### src/source_failover_backoff_assert.svh
// Assertion macros for the source failover backoff block.
// Needs a clock and an active-high reset in scope at the point of use.
`ifndef SOURCE_FAILOVER_BACKOFF_ASSERT_SVH
`define SOURCE_FAILOVER_BACKOFF_ASSERT_SVH

// Same-cycle implication.
`define SFB_ASSERT_NOW(label, clk, rst, ante, cons) \
  label: assert property (@(posedge clk) disable iff (rst) (ante) |-> (cons)) \
    else $error("sfb assertion failed");

// Next-cycle implication.
`define SFB_ASSERT_NEXT(label, clk, rst, ante, cons) \
  label: assert property (@(posedge clk) disable iff (rst) (ante) |=> (cons)) \
    else $error("sfb assertion failed");

`endif

### src/sfb_pkg.sv
// Constants, codes and helpers for the source failover backoff block.
// No dependencies.
package sfb_pkg;

  localparam int MAX_SOURCES      = 16;
  localparam int MAX_BACKOFF_DAYS = 16;
  localparam int MAX_FUZZ_MINUTES = 720;

  localparam int SOURCE_SLOTS    = 16;
  localparam int MINUTES_PER_DAY = 24 * 60;

  localparam int LIVE_CAP = (MAX_SOURCES < SOURCE_SLOTS) ? MAX_SOURCES : SOURCE_SLOTS;
  localparam int DAYS_W   = $clog2(MAX_BACKOFF_DAYS + 1);
  localparam int MIN_W    = $clog2(MAX_BACKOFF_DAYS * MINUTES_PER_DAY + 1);
  localparam int FUZZ_W   = $clog2(MAX_FUZZ_MINUTES + 1024);

  localparam int CFG_IDX_W  = 3;
  localparam int CFG_DATA_W = 8;

  typedef enum logic [2:0] {
    CMD_CHECK    = 3'd0,
    CMD_DONE     = 3'd1,
    CMD_PROGRESS = 3'd2,
    CMD_FAILURE  = 3'd3,
    CMD_QUERY    = 3'd4
  } cmd_t;

  typedef enum logic [1:0] {
    CLS_SOURCE    = 2'd0,
    CLS_TRANSIENT = 2'd1,
    CLS_NEUTRAL   = 2'd2
  } err_class_t;

  typedef enum logic [CFG_IDX_W-1:0] {
    REG_SOURCE_COUNT   = 3'd0,
    REG_MAX_FAILURES   = 3'd1,
    REG_BACKOFF_OFF    = 3'd2,
    REG_DELTA_PAYLOAD  = 3'd3,
    REG_OFFICIAL_BUILD = 3'd4
  } cfg_reg_t;

  // Backoff length in minutes for attempt count n (n >= 1):
  // min(2^(n-1), MAX_BACKOFF_DAYS) days.
  function automatic logic [MIN_W-1:0] backoff_minutes(input logic [31:0] attempts);
    logic [31:0]       power;
    logic [DAYS_W-1:0] pow_days;
    logic [DAYS_W-1:0] days;
    power    = attempts - 32'd1;
    pow_days = DAYS_W'(1) << power;
    if (power >= 32'(DAYS_W) || pow_days > DAYS_W'(MAX_BACKOFF_DAYS)) begin
      days = DAYS_W'(MAX_BACKOFF_DAYS);
    end else begin
      days = pow_days;
    end
    return MIN_W'(days * MINUTES_PER_DAY);
  endfunction

endpackage

### src/sfb_if.sv
// Valid/ready channels for event words in and result words out.
// Depends on nothing; widths are fixed by the word fields.
interface sfb_req_if;
  logic        valid;
  logic        ready;
  logic [2:0]  command;
  logic        response_changed;
  logic [31:0] progress_bytes;
  logic [1:0]  error_class;
  logic [39:0] now_minutes;
  logic [9:0]  jitter_minutes;

  modport source (output valid, command, response_changed, progress_bytes,
                  error_class, now_minutes, jitter_minutes, input ready);
  modport sink   (input valid, command, response_changed, progress_bytes,
                  error_class, now_minutes, jitter_minutes, output ready);
endinterface

interface sfb_rsp_if;
  logic        valid;
  logic        ready;
  logic        backoff_wait;
  logic [3:0]  source_now;
  logic [7:0]  failures_now;
  logic [31:0] attempts_now;
  logic [40:0] expiry_now;

  modport source (output valid, backoff_wait, source_now, failures_now,
                  attempts_now, expiry_now, input ready);
  modport sink   (input valid, backoff_wait, source_now, failures_now,
                  attempts_now, expiry_now, output ready);
endinterface

### src/source_failover_backoff.sv
// Retry controller with source failover and capped exponential backoff.
// Depends on sfb_pkg, sfb_if.sv and source_failover_backoff_assert.svh.
//
// Usage:
//   req carries one event word (check, done, progress, failure, query) with
//   the current time and a jitter value. rsp returns one result word per
//   event: wait flag, source index, failure count, attempt count, expiry.
//   cfg_we/cfg_index/cfg_data write the five control registers; write them
//   only while no event is in flight.
// Timing:
//   An event word is first captured in the input register; the state update and
//   the result register load happen together when it advances out of the input
//   register, and the result word is then valid in the result register.
//   One event per cycle is sustained while rsp.ready is high; the state
//   registers close the loop between consecutive events.
// Reset:
//   rst (synchronous) clears the pipeline, zeroes all retry state and loads
//   the register defaults (10 failures per source, official build).
// Stall:
//   While rsp is held off, the result register keeps its word and the input
//   register fills; req.ready then drops until rsp.ready returns.
module source_failover_backoff (
  input  logic                          clk,
  input  logic                          rst,
  sfb_req_if.sink                       req,
  sfb_rsp_if.source                     rsp,
  input  logic                          cfg_we,
  input  logic [sfb_pkg::CFG_IDX_W-1:0]  cfg_index,
  input  logic [sfb_pkg::CFG_DATA_W-1:0] cfg_data
);
  import sfb_pkg::*;

  // control registers
  logic [4:0] source_count;
  logic [7:0] max_failures;
  logic       backoff_off;
  logic       delta_payload;
  logic       official_build;

  // retry state
  logic [3:0]  cur_source;
  logic [7:0]  failures;
  logic [31:0] attempts;
  logic [40:0] expiry;

  // input register
  logic        s1_valid;
  logic [2:0]  s1_command;
  logic        s1_changed;
  logic        s1_bytes_nz;
  logic [1:0]  s1_class;
  logic [39:0] s1_now;
  logic [9:0]  s1_fuzz;

  // result register
  logic        out_valid;
  logic        out_wait;
  logic [3:0]  out_source;
  logic [7:0]  out_failures;
  logic [31:0] out_attempts;
  logic [40:0] out_expiry;

  logic req_fire;
  logic advance;

  logic [4:0]        live;
  logic [4:0]        src_inc;
  logic [8:0]        fail_inc;
  logic [31:0]       att_inc;
  logic [FUZZ_W-1:0] fuzz_sat;
  logic [40:0]       arm_exp;
  logic              adv_src;
  logic              do_attempt;

  logic [3:0]  cur_source_next;
  logic [7:0]  failures_next;
  logic [31:0] attempts_next;
  logic [40:0] expiry_next;
  logic        wait_next;

  assign advance  = s1_valid && (!out_valid || rsp.ready);
  assign req.ready = !s1_valid || advance;
  assign req_fire = req.valid && req.ready;

  assign rsp.valid        = out_valid;
  assign rsp.backoff_wait = out_wait;
  assign rsp.source_now   = out_source;
  assign rsp.failures_now = out_failures;
  assign rsp.attempts_now = out_attempts;
  assign rsp.expiry_now   = out_expiry;

  always_comb begin
    live     = (source_count > 5'(LIVE_CAP)) ? 5'(LIVE_CAP) : source_count;
    src_inc  = {1'b0, cur_source} + 5'd1;
    fail_inc = {1'b0, failures} + 9'd1;
    att_inc  = (attempts == 32'hFFFF_FFFF) ? attempts : attempts + 32'd1;
    fuzz_sat = ({1'b0, s1_fuzz} > FUZZ_W'(MAX_FUZZ_MINUTES)) ?
               FUZZ_W'(MAX_FUZZ_MINUTES) : FUZZ_W'(s1_fuzz);
    arm_exp  = backoff_off ? 41'd0 :
               41'(s1_now) + 41'(backoff_minutes(att_inc)) + 41'(fuzz_sat);

    cur_source_next = cur_source;
    failures_next   = failures;
    attempts_next   = attempts;
    expiry_next     = expiry;
    adv_src         = 1'b0;
    do_attempt      = 1'b0;

    case (s1_command)
      CMD_CHECK: begin
        if (s1_changed || {1'b0, cur_source} >= live) begin
          cur_source_next = '0;
          failures_next   = '0;
          attempts_next   = '0;
          expiry_next     = '0;
        end
      end
      CMD_DONE: begin
        do_attempt = 1'b1;
      end
      CMD_PROGRESS: begin
        if (s1_bytes_nz) begin
          failures_next = '0;
        end
      end
      CMD_FAILURE: begin
        if (live != 5'd0) begin
          case (s1_class)
            CLS_SOURCE: begin
              adv_src = 1'b1;
            end
            CLS_TRANSIENT: begin
              if (fail_inc < {1'b0, max_failures}) begin
                failures_next = fail_inc[7:0];
              end else begin
                adv_src = 1'b1;
              end
            end
            default: ;
          endcase
        end
      end
      default: ;
    endcase

    if (adv_src) begin
      failures_next = '0;
      if (src_inc < live) begin
        cur_source_next = src_inc[3:0];
      end else begin
        cur_source_next = '0;
        do_attempt      = 1'b1;
      end
    end

    if (do_attempt && !delta_payload) begin
      attempts_next = att_inc;
      expiry_next   = arm_exp;
    end

    wait_next = !backoff_off && !delta_payload && official_build &&
                (expiry_next != 41'd0) && (expiry_next >= {1'b0, s1_now});
  end

  always_ff @(posedge clk) begin
    if (rst) begin
      source_count   <= '0;
      max_failures   <= 8'd10;
      backoff_off    <= 1'b0;
      delta_payload  <= 1'b0;
      official_build <= 1'b1;
      cur_source     <= '0;
      failures       <= '0;
      attempts       <= '0;
      expiry         <= '0;
      s1_valid       <= 1'b0;
      out_valid      <= 1'b0;
    end else begin
      if (cfg_we) begin
        case (cfg_index)
          REG_SOURCE_COUNT:   source_count   <= cfg_data[4:0];
          REG_MAX_FAILURES:   max_failures   <= cfg_data[7:0];
          REG_BACKOFF_OFF:    backoff_off    <= cfg_data[0];
          REG_DELTA_PAYLOAD:  delta_payload  <= cfg_data[0];
          REG_OFFICIAL_BUILD: official_build <= cfg_data[0];
          default: ;
        endcase
      end
      if (req_fire) begin
        s1_valid <= 1'b1;
      end else if (advance) begin
        s1_valid <= 1'b0;
      end
      if (advance) begin
        cur_source <= cur_source_next;
        failures   <= failures_next;
        attempts   <= attempts_next;
        expiry     <= expiry_next;
        out_valid  <= 1'b1;
      end else if (rsp.ready) begin
        out_valid <= 1'b0;
      end
    end
  end

  // payload registers
  always_ff @(posedge clk) begin
    if (req_fire) begin
      s1_command  <= req.command;
      s1_changed  <= req.response_changed;
      s1_bytes_nz <= (req.progress_bytes != 32'd0);
      s1_class    <= req.error_class;
      s1_now      <= req.now_minutes;
      s1_fuzz     <= req.jitter_minutes;
    end
    if (advance) begin
      out_wait     <= wait_next;
      out_source   <= cur_source_next;
      out_failures <= failures_next;
      out_attempts <= attempts_next;
      out_expiry   <= expiry_next;
    end
  end

  `include "source_failover_backoff_assert.svh"

  `SFB_ASSERT_NOW(a_wait_needs_expiry, clk, rst, out_valid && out_wait, out_expiry != 41'd0)
  `SFB_ASSERT_NOW(a_ready_when_empty, clk, rst, !s1_valid, req.ready)
  `SFB_ASSERT_NEXT(a_change_clears, clk, rst, advance && s1_command == CMD_CHECK && s1_changed, attempts == 32'd0 && expiry == 41'd0 && cur_source == 4'd0)
  `SFB_ASSERT_NEXT(a_attempts_monotonic, clk, rst, advance && s1_command != CMD_CHECK, attempts >= $past(attempts))
  `SFB_ASSERT_NEXT(a_result_tracks_state, clk, rst, advance, out_valid && out_attempts == attempts && out_expiry == expiry)

endmodule
### src/flat_wrapper.sv
// flat-port wrapper written by rule: the top's interface ports become plain ports
module source_failover_backoff_flat import sfb_pkg::*;
  (clk, rst, cfg_we, cfg_index, cfg_data, req_valid, req_command, req_response_changed, req_progress_bytes, req_error_class, req_now_minutes, req_jitter_minutes, req_ready, rsp_valid, rsp_backoff_wait, rsp_source_now, rsp_failures_now, rsp_attempts_now, rsp_expiry_now, rsp_ready);
  sfb_req_if req_i ();
  sfb_rsp_if rsp_i ();
  input  logic clk;
  input  logic rst;
  input  logic cfg_we;
  input  logic [sfb_pkg::CFG_IDX_W-1:0] cfg_index;
  input  logic [sfb_pkg::CFG_DATA_W-1:0] cfg_data;
  input wire logic [$bits(req_i.valid)-1:0] req_valid;
  input wire logic [$bits(req_i.command)-1:0] req_command;
  input wire logic [$bits(req_i.response_changed)-1:0] req_response_changed;
  input wire logic [$bits(req_i.progress_bytes)-1:0] req_progress_bytes;
  input wire logic [$bits(req_i.error_class)-1:0] req_error_class;
  input wire logic [$bits(req_i.now_minutes)-1:0] req_now_minutes;
  input wire logic [$bits(req_i.jitter_minutes)-1:0] req_jitter_minutes;
  output wire logic [$bits(req_i.ready)-1:0] req_ready;
  output wire logic [$bits(rsp_i.valid)-1:0] rsp_valid;
  output wire logic [$bits(rsp_i.backoff_wait)-1:0] rsp_backoff_wait;
  output wire logic [$bits(rsp_i.source_now)-1:0] rsp_source_now;
  output wire logic [$bits(rsp_i.failures_now)-1:0] rsp_failures_now;
  output wire logic [$bits(rsp_i.attempts_now)-1:0] rsp_attempts_now;
  output wire logic [$bits(rsp_i.expiry_now)-1:0] rsp_expiry_now;
  input wire logic [$bits(rsp_i.ready)-1:0] rsp_ready;
  assign req_i.valid = req_valid;
  assign req_i.command = req_command;
  assign req_i.response_changed = req_response_changed;
  assign req_i.progress_bytes = req_progress_bytes;
  assign req_i.error_class = req_error_class;
  assign req_i.now_minutes = req_now_minutes;
  assign req_i.jitter_minutes = req_jitter_minutes;
  assign req_ready = req_i.ready;
  assign rsp_valid = rsp_i.valid;
  assign rsp_backoff_wait = rsp_i.backoff_wait;
  assign rsp_source_now = rsp_i.source_now;
  assign rsp_failures_now = rsp_i.failures_now;
  assign rsp_attempts_now = rsp_i.attempts_now;
  assign rsp_expiry_now = rsp_i.expiry_now;
  assign rsp_i.ready = rsp_ready;
  source_failover_backoff u_core (.clk(clk), .rst(rst), .req(req_i), .rsp(rsp_i), .cfg_we(cfg_we), .cfg_index(cfg_index), .cfg_data(cfg_data));
endmodule
### config.mk
export PLATFORM = sky130hd
export DESIGN_NAME = source_failover_backoff_flat
export DESIGN_NICKNAME = d
export VERILOG_FILES = /design/src/sfb_pkg.sv /design/src/sfb_if.sv /design/src/source_failover_backoff.sv /design/src/flat_wrapper.sv
export VERILOG_INCLUDE_DIRS = /design/src /design/src/src
export SDC_FILE = /design/constraint.sdc
export NUM_CORES = 1
export LEC_CHECK = 0
export BUFFER_PORTS_ARGS = -buffer_cell sky130_fd_sc_hd__buf_2
export CAP_MARGIN = 20
export CORE_MARGIN = 5
export CORE_UTILIZATION = 45
export DETAILED_ROUTE_END_ITERATION = 12
export PLACE_DENSITY = 0.65
export SYNTH_ARGS = -nofsm -noshare
export SYNTH_HDL_FRONTEND = slang
export SYNTH_SLANG_ARGS = --single-unit
### constraint.sdc
create_clock -name clk -period 13.9 [get_ports clk]
set_clock_uncertainty 0.05 [all_clocks]
set_input_delay 0.695 -clock clk [delete_from_list [all_inputs] [get_ports clk]]
set_output_delay 0.695 -clock clk [all_outputs]
set_load 0.03 [all_outputs]
==> out/results.tsv <==
stage	metric	value	unit
setup_path	most frequent CP cell	ha_1	
clocking	TritonCTS buffer count	27	
sta	pin slew with the least headroom to its limit	1100	ps
placed_design	Port Buffers	191	
synthesis	Net Count, Synth	1785	
drt	DR pass1 iterations	6	
sta	RSZ-0062 raised after global routing	false	
setup_path	max incr delay on CP	700	ps
layout	Layout Nets	1936	
grt	initial antenna violation count	0	
drt	DRC errors left	0	
clocking	CTS tree	done	
setup_path	Worst setup EP type	register	
layout	commonest cells after routing, fill and taps aside	buf_2, nor2_1, nand2_1	
sta	Final setup viols	0	
layout	area grow syn2layout	15.4	%
drt	total number of vias	12293	
floorplan	Starting Density	0.456	
setup_path	reg2reg path depth	47	
setup_path	R2R Setup Slk	1680	ps
setup_path	worst reg2reg path startpoint	u_core.attempts[0]	
sta	fin crit share	0.879	
floorplan	die width	191	µm
sta	Final Max Slew Viols	0	
clocking	Post-CTS Resized	0	
drt	drt first-iter violations	933	
clocking	CTS root buffer	clkbuf_16	
placed_design	RePlAce Congestion	0.935	
sta	fmax	81.9	MHz
setup_path	family with the most delay on the worst path	compound AO/OA/AOI/OAI gates	
placed_design	DP HPWL	29600	µm
synthesis	Synth async-reset ratio	0	
grt	GRT Util Overall	0.212	
floorplan	die area	36600	µm²
setup_path	slowest stage cell, crit path	o21bai_1	
grt	Overflow after GRT	0	
sta	worst hold margin	262	ps
synthesis	Netlist cell types	88	
pwr	Power Density	116	nW/µm²
drt	wirelength, routed	40100	µm
setup_path	end of the critical path	u_core.rsp.backoff_wait	
synthesis	Yosys warnings	0	
setup_path	R2R Path End	u_core.rsp.backoff_wait	
floorplan	Die Ht	191	µm
setup_path	worst-path maximum fanout	15	
pwr	Peak VDD IR	0.121	mV
sta	Final Critical Period	12220	ps
hold_path	hold crit path type	input port to register	
setup_path	worst path bufs/invs	2	
layout	final core utilization	0.526	
synthesis	dominant register cell in the synthesized netlist	edfxtp_1	
sta	Final Hold Fails	0	
synthesis	Yosys reg bits	246	
clocking	htree depth	1	
sta	Slew HR	0.269	
drt	routed vias/inst	5.64	
run	Max Cap Viol	0	
floorplan	CORE AREA	32500	µm²
setup_path	WS Path Type	register to register	
synthesis	Cell Area, Synth	14800	µm²
synthesis	EDFF count, synth	143	
layout	fill cell total of the finished layout	2923	
clocking	Post-CTS Setup Bufs	0	
layout	Reg area	6360	µm²
layout	Multi-input gate area	7800	µm²
grt	vias in the first global route	11755	
sta	total negative slack	0	ps
drt	per-cell routed wire length	18.4	µm
grt	global-route wire length before repair	62800	µm
synthesis	Mapped Cells	1567	
setup_path	CP arrival	12450	ps
layout	n_diodes	0	
synthesis	register area share after synthesis	0.430	
floorplan	Ports	192	
layout	commonest non-fill, non-tap cell in the layout	buf_2	
layout	share of cells above drive strength 1	0.166	
clocking	worst-skew pair later-pin latency	560	ps
clocking	clk slew on worst S/H paths	70	ps
pwr	Lkg Pwr	7.18	nW
clocking	clock sinks	246	
clocking	clk buf depth	3	
grt	largest net degree at the start of global routing	92	
setup_path	Worst Setup SP	u_core.attempts[0]	
setup_path	Req. time, crit path	14130	ps
setup_path	Startpoint Class	register	
floorplan	standard-cell rows	66	
drt	Post-DRT Antenna Nets	0	
clocking	hold_buf cts	0	
outcome	status	completed	
setup_path	Crit. path cell count	47	
synthesis	synthesized area per cell	9.44	µm²
[report_power, final]
group          switching, W  internal [W]
Clock              0.000311      0.000482
Combinational      0.000222      0.000130
Sequential        0.0000249      0.000813
Total              0.000557       0.00143
[layer usage]
metal | vias up | track usage | part of all wire | wire length, µm
li1 | 6000 | - | - | -
met1 | 5795 | 0.287 | 0.44 | 17600
met2 | 401 | 0.351 | 0.47 | 18800
met3 | 97 | 0.0325 | 0.059 | 2360
met4 | 0 | 0.0669 | 0.032 | 1290
met5 | - | 0 | 0 | 0
[worst min path at each step]
| stage | depth (start not counted) | slack (ps) | start | endpoint |
|---|---|---|---|---|
| final | 1 | 260 | req_now_minutes[35] | u_core.s1_now[35] |
| after global routing | 1 | 240 | req_now_minutes[35] | u_core.s1_now[35] |
| after floorplan | 2 | 380 | u_core.max_failures[0] | u_core.max_failures[0] |
| after CTS | 1 | 240 | req_now_minutes[31] | u_core.s1_now[31] |
| after detailed placement | 2 | 400 | u_core.max_failures[0] | u_core.max_failures[0] |
| after global placement | 2 | 390 | u_core.max_failures[7] | u_core.max_failures[7] |
[area by class of cell]
cell class / count / share of cell area
multi-input cells: 1153 / 0.457
flip-flops and latches: 246 / 0.373
repair buffers: 200 / 0.0600
clock buffers: 31 / 0.0417
well taps: 442 / 0.0324
inverters: 90 / 0.0201
clock inverters: 19 / 0.0162
[worst reg2reg max path: cells and delay by family, from the launching register on]
family	cells	cell delay, ps
xor+xnor	2	330
fa+ha+maj	9	3050
simple gates	12	2910
compound gates	21	4430
flops	1	550
mux	1	280
buf+inv	2	340
[registers in the layout, indices dropped and copies added (netlist names)]
| register | count |
|---|---|
| u_core.expiry | 41 |
| u_core.rsp.expiry_now | 41 |
| u_core.s1_now | 40 |
| u_core.attempts | 32 |
| u_core.rsp.attempts_now | 32 |
| u_core.s1_fuzz | 10 |
| u_core.failures | 8 |
| u_core.max_failures | 8 |
| u_core.rsp.failures_now | 8 |
| u_core.source_count | 5 |
| u_core.cur_source | 4 |
| u_core.rsp.source_now | 4 |
| u_core.s1_command | 3 |
| u_core.s1_class | 2 |
| u_core.backoff_off | 1 |
| u_core.delta_payload | 1 |
| u_core.official_build | 1 |
| u_core.rsp.backoff_wait | 1 |
| u_core.rsp.valid | 1 |
| u_core.s1_bytes_nz | 1 |
| u_core.s1_changed | 1 |
| u_core.s1_valid | 1 |
[logic make-up after synthesis]
family                   after synthesis  share of synthesized area
AO/OA/AOI/OAI                        348                      0.162
XOR/XNOR                              89                     0.0527
adder cells (fa/ha/maj)              114                      0.101
buffers and inverters                168                     0.0442
flip-flops                           246                      0.430
multiplexers                          15                     0.0103
AND/OR/NAND/NOR                      587                      0.200
[synth_stat cells, types with 21 or more instances]
cell type	number	area share
a211oi_1	22	0.011
ha_1	105	0.089
edfxtp_1	143	0.29
nand2b_1	27	0.011
nand4_1	35	0.015
xnor2_1	62	0.037
a21oi_1	98	0.033
o21ai_0	64	0.022
nand3_1	34	0.012
a22o_1	21	0.012
dfxtp_1	103	0.14
xor2_1	27	0.016
inv_1	88	0.022
nand2_1	153	0.039
nor2_1	156	0.040
nor3_1	55	0.019
clkbuf_1	56	0.014
nor4_1	25	0.011
a21o_1	28	0.014
[stage by stage]
stage	cells	power, W	setup WS (ps)	instance area, µm²
final	2181	0.00198	1680	17100
after CTS	2181	0.00200	1770	17100
after global placement	2131	0.00120	2150	16100
after global routing	2181	0.00207	804	17100
after floorplan	1567	0.00110	3570	14800
after detailed placement	2131	0.00120	1830	16100
(Power assumes the default switching activity.)
